[src/hdl/tce_pkg.sv]
// Shared types and constants for the text column extractor.
// No dependencies; every other file in hdl/ imports this package.
package tce_pkg;

    localparam int DEF_RANGE_SLOTS = 8;
    localparam int DEF_POS_WIDTH   = 16;

    localparam int BYTE_W   = 8;
    localparam int RANGE_W  = 16;
    localparam int COUNT_W  = 4;
    localparam int CFG_IDX_W  = 3;
    localparam int CFG_DATA_W = 64;

    localparam logic [BYTE_W-1:0]  NEWLINE_BYTE  = 8'd10;
    localparam logic [BYTE_W-1:0]  DELIM_RESET   = 8'd9;
    localparam logic [RANGE_W-1:0] OPEN_END      = 16'hFFFF;

    // Configuration register indexes.
    typedef enum logic [CFG_IDX_W-1:0] {
        CFG_FIELD_MODE   = 3'd0,
        CFG_DELIMITER    = 3'd1,
        CFG_RANGE_COUNT  = 3'd2,
        CFG_RANGE_PAIR_A = 3'd3,
        CFG_RANGE_PAIR_B = 3'd4,
        CFG_RANGE_PAIR_C = 3'd5,
        CFG_RANGE_PAIR_D = 3'd6
    } t_cfg_index;

    // One inclusive range; the start sits in the low half of the word.
    typedef struct packed {
        logic [RANGE_W-1:0] hi;
        logic [RANGE_W-1:0] lo;
    } t_range;

    // Outcome of one byte through the line filter.
    typedef struct packed {
        logic              emit;
        logic [BYTE_W-1:0] data;
    } t_decision;

endpackage

[src/hdl/tce_cfg_regs.sv]
// Configuration register file for the text column extractor.
// Depends on tce_pkg.
module tce_cfg_regs #(
    parameter int RANGE_SLOTS = tce_pkg::DEF_RANGE_SLOTS
) (
    input  logic                               i_clk,
    input  logic                               i_rst_n,
    input  logic                               i_wr_en,
    input  logic [tce_pkg::CFG_IDX_W-1:0]      i_wr_index,
    input  logic [tce_pkg::CFG_DATA_W-1:0]     i_wr_data,
    output logic                               o_field_mode,
    output logic [tce_pkg::BYTE_W-1:0]         o_delimiter,
    output logic [tce_pkg::COUNT_W-1:0]        o_active_count,
    output tce_pkg::t_range                    o_ranges [RANGE_SLOTS]
);
    import tce_pkg::*;

    logic                r_field_mode;
    logic [BYTE_W-1:0]   r_delimiter;
    logic [COUNT_W-1:0]  r_range_count;
    t_range              r_ranges [RANGE_SLOTS];

    always_ff @(posedge i_clk) begin
        if (!i_rst_n) begin
            r_field_mode  <= 1'b0;
            r_delimiter   <= DELIM_RESET;
            r_range_count <= '0;
        end else if (i_wr_en) begin
            if (i_wr_index == CFG_FIELD_MODE) begin
                r_field_mode <= i_wr_data[0];
            end
            if (i_wr_index == CFG_DELIMITER) begin
                r_delimiter <= i_wr_data[BYTE_W-1:0];
            end
            if (i_wr_index == CFG_RANGE_COUNT) begin
                r_range_count <= i_wr_data[COUNT_W-1:0];
            end
        end
    end

    // Each pair register carries two ranges; only those the design holds are kept.
    for (genvar k = 0; k < RANGE_SLOTS; k++) begin : g_range
        localparam logic [CFG_IDX_W-1:0] PairIdx =
            CFG_IDX_W'(int'(CFG_RANGE_PAIR_A) + k / 2);
        localparam int Lsb = (k % 2) * 32;
        always_ff @(posedge i_clk) begin
            if (!i_rst_n) begin
                r_ranges[k] <= '0;
            end else if (i_wr_en && i_wr_index == PairIdx) begin
                r_ranges[k] <= i_wr_data[Lsb +: 32];
            end
        end
        assign o_ranges[k] = r_ranges[k];
    end

    assign o_field_mode   = r_field_mode;
    assign o_delimiter    = r_delimiter;
    assign o_active_count = (r_range_count > COUNT_W'(RANGE_SLOTS))
                            ? COUNT_W'(RANGE_SLOTS) : r_range_count;

endmodule

[src/hdl/tce_range_match.sv]
// Parallel compare of one position against all active inclusive ranges.
// Depends on tce_pkg.
module tce_range_match #(
    parameter int RANGE_SLOTS = tce_pkg::DEF_RANGE_SLOTS,
    parameter int POS_WIDTH   = tce_pkg::DEF_POS_WIDTH
) (
    input  logic [POS_WIDTH-1:0]           i_pos,
    input  logic [tce_pkg::COUNT_W-1:0]    i_active_count,
    input  tce_pkg::t_range                i_ranges [RANGE_SLOTS],
    output logic                           o_hit
);
    import tce_pkg::*;

    localparam int CmpW = (POS_WIDTH > RANGE_W) ? POS_WIDTH : RANGE_W;

    logic [RANGE_SLOTS-1:0] hits;
    logic [CmpW-1:0]        pos_ext;

    assign pos_ext = CmpW'(i_pos);

    for (genvar k = 0; k < RANGE_SLOTS; k++) begin : g_cmp
        logic above_lo;
        logic below_hi;
        assign above_lo = pos_ext >= CmpW'(i_ranges[k].lo);
        assign below_hi = (i_ranges[k].hi == OPEN_END) || (pos_ext <= CmpW'(i_ranges[k].hi));
        assign hits[k]  = (COUNT_W'(k) < i_active_count) && above_lo && below_hi;
    end

    assign o_hit = |hits;

endmodule

[src/hdl/tce_line_filter.sv]
// Line state (position or field counter, selected-field flag) and the
// per-byte pass decision. Depends on tce_pkg and tce_range_match.
module tce_line_filter #(
    parameter int RANGE_SLOTS = tce_pkg::DEF_RANGE_SLOTS,
    parameter int POS_WIDTH   = tce_pkg::DEF_POS_WIDTH
) (
    input  logic                           i_clk,
    input  logic                           i_rst_n,
    input  logic                           i_step,
    input  logic [tce_pkg::BYTE_W-1:0]     i_byte,
    input  logic                           i_field_mode,
    input  logic [tce_pkg::BYTE_W-1:0]     i_delimiter,
    input  logic [tce_pkg::COUNT_W-1:0]    i_active_count,
    input  tce_pkg::t_range                i_ranges [RANGE_SLOTS],
    output tce_pkg::t_decision             o_decision
);
    import tce_pkg::*;

    localparam logic [POS_WIDTH-1:0] PosMax = '1;

    logic [POS_WIDTH-1:0] r_counter, n_counter;
    logic                 r_seen_sel, n_seen_sel;
    logic [POS_WIDTH-1:0] cur_pos;
    logic [POS_WIDTH-1:0] next_pos;
    logic                 hit_cur;
    logic                 hit_next;
    logic                 prior;

    // The bumped counter equals the current position, both saturating.
    assign cur_pos  = (r_counter == PosMax) ? PosMax : r_counter + 1'b1;
    assign next_pos = (cur_pos == PosMax) ? PosMax : cur_pos + 1'b1;

    tce_range_match #(.RANGE_SLOTS(RANGE_SLOTS), .POS_WIDTH(POS_WIDTH)) u_match_cur (
        .i_pos          (cur_pos),
        .i_active_count (i_active_count),
        .i_ranges       (i_ranges),
        .o_hit          (hit_cur)
    );

    tce_range_match #(.RANGE_SLOTS(RANGE_SLOTS), .POS_WIDTH(POS_WIDTH)) u_match_next (
        .i_pos          (next_pos),
        .i_active_count (i_active_count),
        .i_ranges       (i_ranges),
        .o_hit          (hit_next)
    );

    assign prior = r_seen_sel || hit_cur;

    always_comb begin
        n_counter       = r_counter;
        n_seen_sel      = r_seen_sel;
        o_decision.emit = 1'b0;
        o_decision.data = i_byte;
        priority if (i_byte == NEWLINE_BYTE) begin
            n_counter       = '0;
            n_seen_sel      = 1'b0;
            o_decision.emit = 1'b1;
        end else if (!i_field_mode) begin
            n_counter       = cur_pos;
            o_decision.emit = hit_cur;
        end else if (i_byte == i_delimiter) begin
            n_counter       = cur_pos;
            n_seen_sel      = prior;
            o_decision.emit = hit_next && prior;
        end else begin
            o_decision.emit = hit_cur;
        end
    end

    always_ff @(posedge i_clk) begin
        if (!i_rst_n) begin
            r_counter  <= '0;
            r_seen_sel <= 1'b0;
        end else if (i_step) begin
            r_counter  <= n_counter;
            r_seen_sel <= n_seen_sel;
        end
    end

endmodule

[src/hdl/text_column_extractor.sv]
// Top level of the text column extractor: input register, line filter, result register.
// Depends on tce_pkg, tce_cfg_regs, tce_line_filter and tce_range_match.
//
//   Channel  | Direction | Handshake                  | Payload
//   ---------+-----------+----------------------------+------------------------------
//   in       | sink      | i_in_valid / o_in_ready    | i_in_byte (8 bits)
//   out      | source    | o_out_valid / i_out_ready  | o_out_byte (8 bits)
//   cfg      | sink      | i_cfg_valid / o_cfg_ready  | i_cfg_index (3), i_cfg_data (64)
//
// Each byte passes from the input register through the range compares into the result
// register. One byte is taken every cycle while the output is not stalled; the rate is
// set by the single pass through the two parallel range comparators.
// Reset is synchronous and active low, clears the line state and the valid flags, and
// resets the configuration registers. A stalled output holds the result register and the
// input register, and the input side stops taking bytes once the input register is full.
module text_column_extractor #(
    parameter int RANGE_SLOTS = tce_pkg::DEF_RANGE_SLOTS,
    parameter int POS_WIDTH   = tce_pkg::DEF_POS_WIDTH
) (
    input  logic                            i_clk,
    input  logic                            i_rst_n,
    input  logic                            i_in_valid,
    output logic                            o_in_ready,
    input  logic [tce_pkg::BYTE_W-1:0]      i_in_byte,
    output logic                            o_out_valid,
    input  logic                            i_out_ready,
    output logic [tce_pkg::BYTE_W-1:0]      o_out_byte,
    input  logic                            i_cfg_valid,
    output logic                            o_cfg_ready,
    input  logic [tce_pkg::CFG_IDX_W-1:0]   i_cfg_index,
    input  logic [tce_pkg::CFG_DATA_W-1:0]  i_cfg_data
);
    import tce_pkg::*;

    logic                 field_mode;
    logic [BYTE_W-1:0]    delimiter;
    logic [COUNT_W-1:0]   active_count;
    t_range               ranges [RANGE_SLOTS];

    logic                 r_in_valid;
    logic [BYTE_W-1:0]    r_in_byte;
    logic                 r_out_valid;
    logic [BYTE_W-1:0]    r_out_byte;
    logic                 advance;
    t_decision            decision;

    // Configuration writes are always taken; the register file applies them at once.
    assign o_cfg_ready = 1'b1;

    tce_cfg_regs #(.RANGE_SLOTS(RANGE_SLOTS)) u_cfg (
        .i_clk          (i_clk),
        .i_rst_n        (i_rst_n),
        .i_wr_en        (i_cfg_valid),
        .i_wr_index     (i_cfg_index),
        .i_wr_data      (i_cfg_data),
        .o_field_mode   (field_mode),
        .o_delimiter    (delimiter),
        .o_active_count (active_count),
        .o_ranges       (ranges)
    );

    // The held byte moves on whenever the result register is free or being emptied.
    // A byte that yields no result still moves on and updates the line state.
    assign advance    = r_in_valid && (!r_out_valid || i_out_ready);
    assign o_in_ready = !r_in_valid || advance;

    always_ff @(posedge i_clk) begin
        if (!i_rst_n) begin
            r_in_valid <= 1'b0;
        end else if (o_in_ready) begin
            r_in_valid <= i_in_valid;
        end
    end

    always_ff @(posedge i_clk) begin
        if (o_in_ready && i_in_valid) begin
            r_in_byte <= i_in_byte;
        end
    end

    tce_line_filter #(.RANGE_SLOTS(RANGE_SLOTS), .POS_WIDTH(POS_WIDTH)) u_filter (
        .i_clk          (i_clk),
        .i_rst_n        (i_rst_n),
        .i_step         (advance),
        .i_byte         (r_in_byte),
        .i_field_mode   (field_mode),
        .i_delimiter    (delimiter),
        .i_active_count (active_count),
        .i_ranges       (ranges),
        .o_decision     (decision)
    );

    // Result register: loaded on every advance, cleared once its transfer completes.
    always_ff @(posedge i_clk) begin
        if (!i_rst_n) begin
            r_out_valid <= 1'b0;
        end else if (advance) begin
            r_out_valid <= decision.emit;
        end else if (i_out_ready) begin
            r_out_valid <= 1'b0;
        end
    end

    always_ff @(posedge i_clk) begin
        if (advance) begin
            r_out_byte <= decision.data;
        end
    end

    assign o_out_valid = r_out_valid;
    assign o_out_byte  = r_out_byte;

endmodule
[config.mk]
export PLATFORM = sky130hd
export DESIGN_NAME = text_column_extractor
export DESIGN_NICKNAME = d
export VERILOG_FILES = /design/src/hdl/tce_pkg.sv /design/src/hdl/tce_cfg_regs.sv /design/src/hdl/tce_range_match.sv /design/src/hdl/tce_line_filter.sv /design/src/hdl/text_column_extractor.sv
export SDC_FILE = /design/constraint.sdc
export NUM_CORES = 1
export LEC_CHECK = 0
export BUFFER_PORTS_ARGS = -buffer_cell sky130_fd_sc_hd__buf_2
export CORE_MARGIN = 5
export CORE_UTILIZATION = 35
export DETAILED_ROUTE_END_ITERATION = 10
export HOLD_SLACK_MARGIN = 0.12
export PLACE_DENSITY = 0.47
export SLEW_MARGIN = 25
export SYNTH_ARGS = -nofsm -noshare
export SYNTH_HDL_FRONTEND = slang
export SYNTH_HIERARCHICAL = 1
export SYNTH_SLANG_ARGS = --single-unit
[constraint.sdc]
create_clock -name i_clk -period 18.2 [get_ports i_clk]
set_clock_uncertainty 0.05 [all_clocks]
set_input_delay 5.46 -clock i_clk [delete_from_list [all_inputs] [get_ports i_clk]]
set_output_delay 5.46 -clock i_clk [all_outputs]
set_load 0.005 [all_outputs]
## After elaboration in Yosys (flattened, before gate mapping)

Memory sizes are Yosys's and may differ from the RTL's.
Cells that the tools add are included.

| operators by class | value |
|---|---|
| add/sub/neg operators | 2 |
| $lt $le $gt $ge | 41 |
| eq/ne operators | 19 |
| mux-type cells | 35 |
| bitwise operators | 8 |
| reductions and logical operators | 71 |

Operators by type and width:

| cell | count |
|---|---|
| $ge A16 B16 Y1 | 16 |
| $le A16 B16 Y1 | 16 |
| $mux W32 | 8 |
| $eq A16 B16 Y1 const B | 10 |
| $mux W16 | 5 |
| $logic_and A1 B1 Y1 | 39 |
| $add A16 B1 Y16 const B | 2 |
| $mux W1 | 21 |
| $logic_or A1 B1 Y1 | 19 |
| $lt A3 B4 Y1 const A | 4 |
| $reduce_or A8 Y1 | 2 |
| $eq A3 B3 Y1 const B | 3 |
| $eq A8 B4 Y1 const B | 1 |
| $eq A8 B8 Y1 | 1 |
| $lt A1 B4 Y1 const A | 2 |
| $lt A2 B4 Y1 const A | 2 |
| $or A1 B1 Y1 | 8 |
| $reduce_and A2 Y1 | 4 |
| $eq A3 B2 Y1 const B | 2 |
| $reduce_bool A2 Y1 | 3 |
| $gt A4 B4 Y1 const B | 1 |
| $mux W4 | 1 |
| $eq A3 B1 Y1 const B | 1 |
| $logic_not A3 Y1 | 1 |
| 3 further kinds | 4 |

| storage, ports and cells | value |
|---|---|
| bits in registers | 48 |
| RAM bits | 256 |
| bits of input ports | 80 |
| logic and storage cells | 186 |
| memories | 1 |

Memories:

| memory | depth | bits a word | rd ports | clocked after Yosys merged registers in | write ports | RTL line | RTL |
|---|---|---|---|---|---|---|---|
| u_cfg.r_ranges | 8 | 32 | 8 | 0 | 8 | tce_cfg_regs.sv:21 | `t_range r_ranges [RANGE_SLOTS];` |

## Logic depth before layout (Yosys ltp)

Gate-level depths: netlist of run 1.

| depth | value |
|---|---|
| depth after elaboration | 13 |
| gate-level depth with buffers | 23 |
| mapped depth without buffers | 21 |

## Hierarchy

The synthesis of run 1 kept the hierarchy.

Modules (own cells, without submodules):

| module | instances | cells each | area an instance (µm²) | seq. area each (µm²) |
|---|---|---|---|---|
| tce_cfg_regs | 1 | 705 | 10266.1 | 7947.6 |
| tce_range_match (u_filter.u_match_next) | 1 | 932 | 6661.4 | 0.0 |
| tce_range_match (u_filter.u_match_cur) | 1 | 936 | 6630.1 | 0.0 |
| tce_line_filter | 1 | 251 | 1898.1 | 340.3 |
| text_column_extractor | 1 | 28 | 599.3 | 520.5 |

## Worst setup path before layout of run 1

OpenSTA, ideal clock, no wires.

| path | value |
|---|---|
| path kind | input to output |
| from | in i_out_ready |
| to | out o_in_ready |
| data arrival time | 5.607 ns |
| path slack | 7.083 ns |
| stages on the path | 1 |
| buffers on the path | 0 |
| cell sequence | nand3b_4 |

| on the way | value |
|---|---|
| cells in the longest elaborated chain, start to end | 3 |

Ends and longest elaborated chain:

| what | RTL line | RTL |
|---|---|---|
| start, declared | text_column_extractor.sv:26 | `input logic i_out_ready,` |
| $logic_or A1 B1 Y1 | text_column_extractor.sv:64 | `assign advance = r_in_valid && (!r_out_valid \|\| i_out_ready);` |
| $logic_and A1 B1 Y1 | text_column_extractor.sv:64 |  |
| $logic_or A1 B1 Y1 | text_column_extractor.sv:65 | `assign o_in_ready = !r_in_valid \|\| advance;` |
| end, declared | text_column_extractor.sv:23 | `output logic o_in_ready,` |

No other way between the ends.

## Final worst setup path of run 1

Same ends and word-level chain as after synthesis.

==> results of run 1 <==
-- cells in the final DEF (no fill, tap or decap), types with 31 or more instances in the layout --
| cell type | instances |
|---|---|
| nor3_1 | 268 |
| nor4_1 | 31 |
| inv_1 | 564 |
| nand4_1 | 145 |
| nand3_1 | 43 |
| ha_1 | 514 |
| nor2_1 | 68 |
| clkbuf_16 | 42 |
| a21oi_1 | 200 |
| buf_2 | 89 |
| buf_4 | 46 |
| nand2_1 | 161 |
| o21ai_0 | 57 |
| dfxtp_1 | 32 |
| edfxtp_1 | 272 |
-- registers in the layout (all words and copies together) (netlist names) --
| register | cells |
|---|---|
| u_cfg/r_ranges | 256 |
| u_filter/r_counter | 16 |
| o_out_byte | 8 |
| r_in_byte | 8 |
| u_cfg/o_delimiter | 8 |
| u_cfg/r_range_count | 4 |
| o_out_valid | 1 |
| r_in_valid | 1 |
| u_cfg/o_field_mode | 1 |
| u_filter/r_seen_sel | 1 |
-- report_power, final --
group          internal [mW]  leakage [nW]  switching (mW)
clock network          0.490         0.655           0.328
logic                 0.0870          10.2           0.175
registers              0.805          2.89          0.0411
total                   1.38          13.8           0.544
-- layout make-up --
class                   instances  area, µm²  area share [%]
clock inverters                23        235           0.813
repair buffers                136        818            2.83
well taps                     969       1210            4.19
clock buffers                  49       1110            3.83
inverters                     571       2140            7.41
flip-flops and latches        304       8810            30.5
multi-input cells            1888      14600            50.5
-- cell families after synthesis --
group / Yosys count / share of synthesized area, %
simple gates: 845 / 17.4
buf+inv: 660 / 10.6
fa+ha+maj: 514 / 24.7
compound gates: 489 / 12.1
flops: 304 / 33.8
mux: 21 / 0.816
xor+xnor: 18 / 0.605
other cells: 1 / 0.0144
-- per-stage QoR --
step	util (%)	total power, mW	setup WS (ns)
final	39.0	1.93	6.83
after global routing	39.0	2.01	6.81
after CTS	38.9	1.94	6.83
after detailed placement	37.1	1.12	6.83
after global placement	37.1	1.11	6.83
after floorplan	-	1.02	7.08
-- worst max-delay path, cell delays in order --
cell and delay (ns):
buf_2 0.11, nand3b_4 0.16, buf_2 0.14
-- path summary, 6_finish.rpt --
kind	from	to	slack (ns)	depth (start not counted)
worst min register to register	u_cfg/r_range_count[0]$_SDFFE_PN0P_	u_cfg/r_range_count[0]$_SDFFE_PN0P_	0.42	2
worst min-delay path	u_cfg/r_range_count[0]$_SDFFE_PN0P_	u_cfg/r_range_count[0]$_SDFFE_PN0P_	0.42	2
worst max-delay path	i_out_ready	o_in_ready	6.83	3
worst max register to register	u_filter/r_counter[0]$_SDFFE_PN0P_	o_out_valid$_SDFFE_PN0P_	10.90	21
-- synthesized netlist by cell type, drive strengths merged, types with 12 or more instances --
master	n	share of area, %
a22oi	18	0.57
o31ai	13	0.37
nor2b	23	0.55
a211oi	12	0.35
and4	13	0.44
xnor2	15	0.50
clkbuf	37	0.74
a21o	32	0.93
nand4	149	3.7
nand2b	19	0.54
edfxtp	272	31
a21oi	201	3.9
o21ai	78	1.5
o21a	18	0.52
mux2i	19	0.73
o211ai	21	0.62
nor4	32	0.79
nor2	69	0.99
nand3	44	0.86
ha	514	25
dfxtp	32	2.5
inv	570	8.2
nor3	277	5.5
a31oi	19	0.46
nand2	167	2.4
a221oi	16	0.56
buf	52	1.7
-- metal layers --
metal / routed length (µm) / vias up / track usage, %
met1: 42600 / 10800 / 32.1
li1: - / 10500 / -
met5: 0 / - / 0
met4: 3320 / 0 / 7.00
met2: 44500 / 732 / 39.4
met3: 5890 / 162 / 2.88
==> flow_summary_export.csv, run 1 <==
group,metric,value,unit
timing,timing.slew.headroom,30.1,%
grt,grt_overflow,0,
synthesis,syn_area,26100,µm²
floorplan,io_pins,91,
timing,finalMaxSlewViolations,0,
cells_and_area,drive_above_1_share,8.95,%
route,drtIter0Drc,1785,
cts,cts_setup_buffers,0,
timing,setup_viol,0,
floorplan,start_util,35.1,%
cts,cts_buffers,40,
critical_path,path_max_fanout,3,
route,antenna_left,0,
route,routedWlPerCell,24.4,µm
timing,hold_viol,0,
synthesis,ys_seq_elements,304,
critical_path,crit_required,12.69,ns
cells_and_area,area_growth,11.0,%
cts,clock-root-buffer,"clkbuf_16",
placed_design,io_buffers,89,
floorplan,die_w,283,µm
placed_design,hpwl,64600,µm
synthesis,seq_area_frac_synth,33.8,%
floorplan,core_region_area,74200,µm²
placed_design,place_inst,3867,
cts,cts_buffer_depth,3,
grt,grt_antenna_before_repair,0,
cts,insertion_delay,0.57,ns
route,first_pass_iters,7,
timing,final.setup.tns,0,ns
floorplan,dieArea,80000,µm²
cells_and_area,diodes,0,
floorplan,rows,100,
critical_path,criticalPathCategory,"input port to primary output",
timing,layout_min_cycle_time,11.37,ns
pwr,ir_drop,64.5,µV
synthesis,synth_edf_count,272,
pwr,p_leak,13.8,nW
critical_path,critPathLaunchType,"input port",
cts,htree_levels,2,
synthesis,syn-num-nets,3446,
synthesis,syn_avg_cell_area,9.14,µm²
cts,clkSinkCount,304,
route,drt-total-wl,96300,µm
timing,rsz0062_at_grt,"no",
timing,holdWs,0.416,ns
grt,grt.total_usage,23.6,%
route,vias,22200,
cts,path_clk_slew,0.06,ns
cts,ctsResizeCount,0,
pwr,power.density,66.6,nW/µm²
route,drc,0,
synthesis,yosysWarnings,6,
cells_and_area,fin_area,28900,µm²
grt,grt_max_degree,81,
synthesis,ys_types,98,
timing,max_freq,0.0879,GHz
synthesis,ys.flop_type,"edfxtp_1",
critical_path,worstPathArrival,5.86,ns
timing,period_share,62.5,%
timing,worst_pin_slew,1.03,ns
run,drv_cap,0,
synthesis,async_flop_share,0,%
route,vias_per_cell,5.63,
status,status,"finished, final reports clean",
grt,grt_pass1_wl,140000,µm
synthesis,syn_inst,2852,
cells_and_area,final_nets,3535,
placed_design,placedInstanceArea,27600,µm²
hold_path,hold_class,"flop to flop",
placed_design,finalWeightedCongestion,0.862,
critical_path,cp-end-kind,"primary output",
cts,cts_hold_repair.buffers,0,
cells_and_area,layoutNonFillerInstCount,3940,
cells_and_area,nFillCells,7321,
floorplan,die_y,283,µm
cts,cts_tree,"yes",
grt,grt_pass1_vias,22000,
Power figures use the tool's default switching activity.
==> run 2: changes to the inputs <==
Settings changed: PLACE_DENSITY 0.47 to 0.49.
Clock period 18.2 ns to 9.84 ns, I/O delays scaled along.
==> run 2 against run 1 <==
Net effect:
- critical path depth is 18 higher
- final cell count is 0.18% lower
- count of clock-buffer cells in the layout is 3 lower
- non-clock buffer count is 6 lower
- register-to-register slack worse by 8.1 ns
==> flow_summary_export.csv, run 2 (synthesized netlist as in run 1, its figures left out) <==
group,metric,value,unit
cts,cts_setup_buffers,0,
route,drtIter0Drc,1785,
cts,cts_hold_repair.buffers,0,
floorplan,start_util,35.1,%
route,vias,22300,
floorplan,io_pins,91,
timing,period_share,71.7,%
critical_path,critPathLaunchType,"flop",
route,drt-met1-wl,41500,µm
critical_path,path_max_fanout,10,
placed_design,finalWeightedCongestion,0.960,
route,route.met3.wl,5730,µm
route,drc,0,
route,vias_per_cell,5.67,
cells_and_area,reg.largest.list,"u_cfg/r_ranges: 256 flops, u_filter/r_counter: 16 flops",
critical_path,cp-end-kind,"flop",
timing,hold_viol,0,
critical_path,crit_required,10.30,ns
grt,grt_pass1_wl,143000,µm
floorplan,dieArea,80000,µm²
timing,final.setup.tns,0,ns
cells_and_area,fin_area,28800,µm²
route,antenna_left,0,
placed_design,placedInstanceArea,27500,µm²
timing,layout_min_cycle_time,7.06,ns
timing,rsz0062_at_grt,"no",
cts,htree_levels,2,
pwr,power.density,121,nW/µm²
timing,finalMaxSlewViolations,0,
grt,grt_max_degree,79,
cts,cts_buffers,38,
pwr,ir_drop,125,µV
placed_design,io_buffers,89,
timing,worst_pin_slew,1.18,ns
route,route.met2.wl,47300,µm
route,routedWlPerCell,24.9,µm
cells_and_area,final_nets,3527,
floorplan,rows,100,
cells_and_area,layout_common_cells,"inv_1 (564), ha_1 (514), edfxtp_1 (272)",
cts,cts_tree,"yes",
cts,clock-root-buffer,"clkbuf_16",
critical_path,worstPathArrival,7.52,ns
grt,grt_antenna_before_repair,0,
cts,cts_buffer_depth,3,
cts,path_clk_slew,0.06,ns
timing,timing.slew.headroom,21.4,%
pwr,p_leak,13.7,nW
critical_path,criticalPathCategory,"flop to flop",
floorplan,die_w,283,µm
hold_path,hold_class,"flop to flop",
floorplan,die_y,283,µm
route,top_layer_used,"met5",
cells_and_area,regMostFlops,"u_cfg/r_ranges",
floorplan,core_region_area,74200,µm²
grt,grt_overflow,0,
cells_and_area,drive_above_1_share,8.64,%
status,status,"finished, final reports clean",
grt,grt_pass1_vias,22600,
cts,ctsResizeCount,0,
cells_and_area,layout_commonest_cell,"inv_1",
cells_and_area,largest_register_ff_count,256,
run,drv_cap,0,
cts,clkSinkCount,304,
route,first_pass_iters,7,
timing,max_freq,0.142,GHz
grt,grt.total_usage,23.9,%
cts,insertion_delay,0.57,ns
timing,setup_viol,0,
cells_and_area,post-route-util,38.8,%
cells_and_area,area_growth,10.4,%
route,drt-total-wl,97900,µm
placed_design,hpwl,69400,µm
run 2: final timing paths:
kind                            slack (ns)                                 from  depth (start not counted)                             endpoint
worst max-delay path                  2.78   u_filter/r_counter[0]$_SDFFE_PN0P_                         21             o_out_valid$_SDFFE_PN0P_
worst min-delay path                  0.42  u_cfg/r_range_count[0]$_SDFFE_PN0P_                          2  u_cfg/r_range_count[0]$_SDFFE_PN0P_
worst max register to register        2.78   u_filter/r_counter[0]$_SDFFE_PN0P_                         21             o_out_valid$_SDFFE_PN0P_
worst min register to register        0.42  u_cfg/r_range_count[0]$_SDFFE_PN0P_                          2  u_cfg/r_range_count[0]$_SDFFE_PN0P_
run 2: layer usage:
metal / track usage, % / vias up
met5: 0.596 / -
li1: - / 10500
met4: 7.86 / 2
met1: 30.5 / 10900
met3: 3.44 / 195
met2: 41.8 / 777
run 2: stage by stage:
step | cells | hold slack (ns) | setup WS [ns] | power, mW
floorplan | 2852 | 0.380 | 1.27 | 1.88
global placement | 3861 | 0.406 | 3.13 | 2.06
detailed placement | 3861 | 0.419 | 2.99 | 2.08
CTS | 3931 | 0.427 | 2.98 | 3.50
global route | 3932 | 0.451 | 2.48 | 3.63
finish | 3933 | 0.425 | 2.78 | 3.47
run 2: where the power goes:
| part | switching, mW | internal (mW) | leakage [nW] | total [mW] |
|---|---|---|---|---|
| clock | 0.604 | 0.800 | 0.583 | 1.40 |
| combinational | 0.327 | 0.162 | 10.2 | 0.489 |
| sequential | 0.0894 | 1.49 | 2.89 | 1.58 |
| total | 1.02 | 2.45 | 13.7 | 3.47 |
run 2: critical path: stages (launching register included):
cell	delay (ns)
dfxtp_1	0.51
ha_1	0.38
nand3_2	0.21
or4_1	0.73
nand2_1	0.24
ha_1	0.28
o211ai_1	0.18
o21ai_4	0.31
o2111ai_1	0.25
a31oi_2	0.87
buf_4	0.37
ha_1	0.18
nand4_1	0.14
nor3_1	0.47
or4b_1	0.48
a31oi_1	0.40
a32oi_1	0.15
nand4_1	0.29
nor2b_1	0.08
o21ai_0	0.19
nand2_1	0.07
a21boi_1	0.13
run 2: layout make-up:
cell class                      instances  area (µm²)
Antenna cell                            1        2.50
Clock buffer                           46         981
Clock inverter                         24         236
Fill cell                            7455       45400
Inverter                              571        2140
Multi-Input combinational cell       1888       14600
Sequential cell                       304        8810
Tap cell                              969        1210
Timing Repair Buffer                  130         777
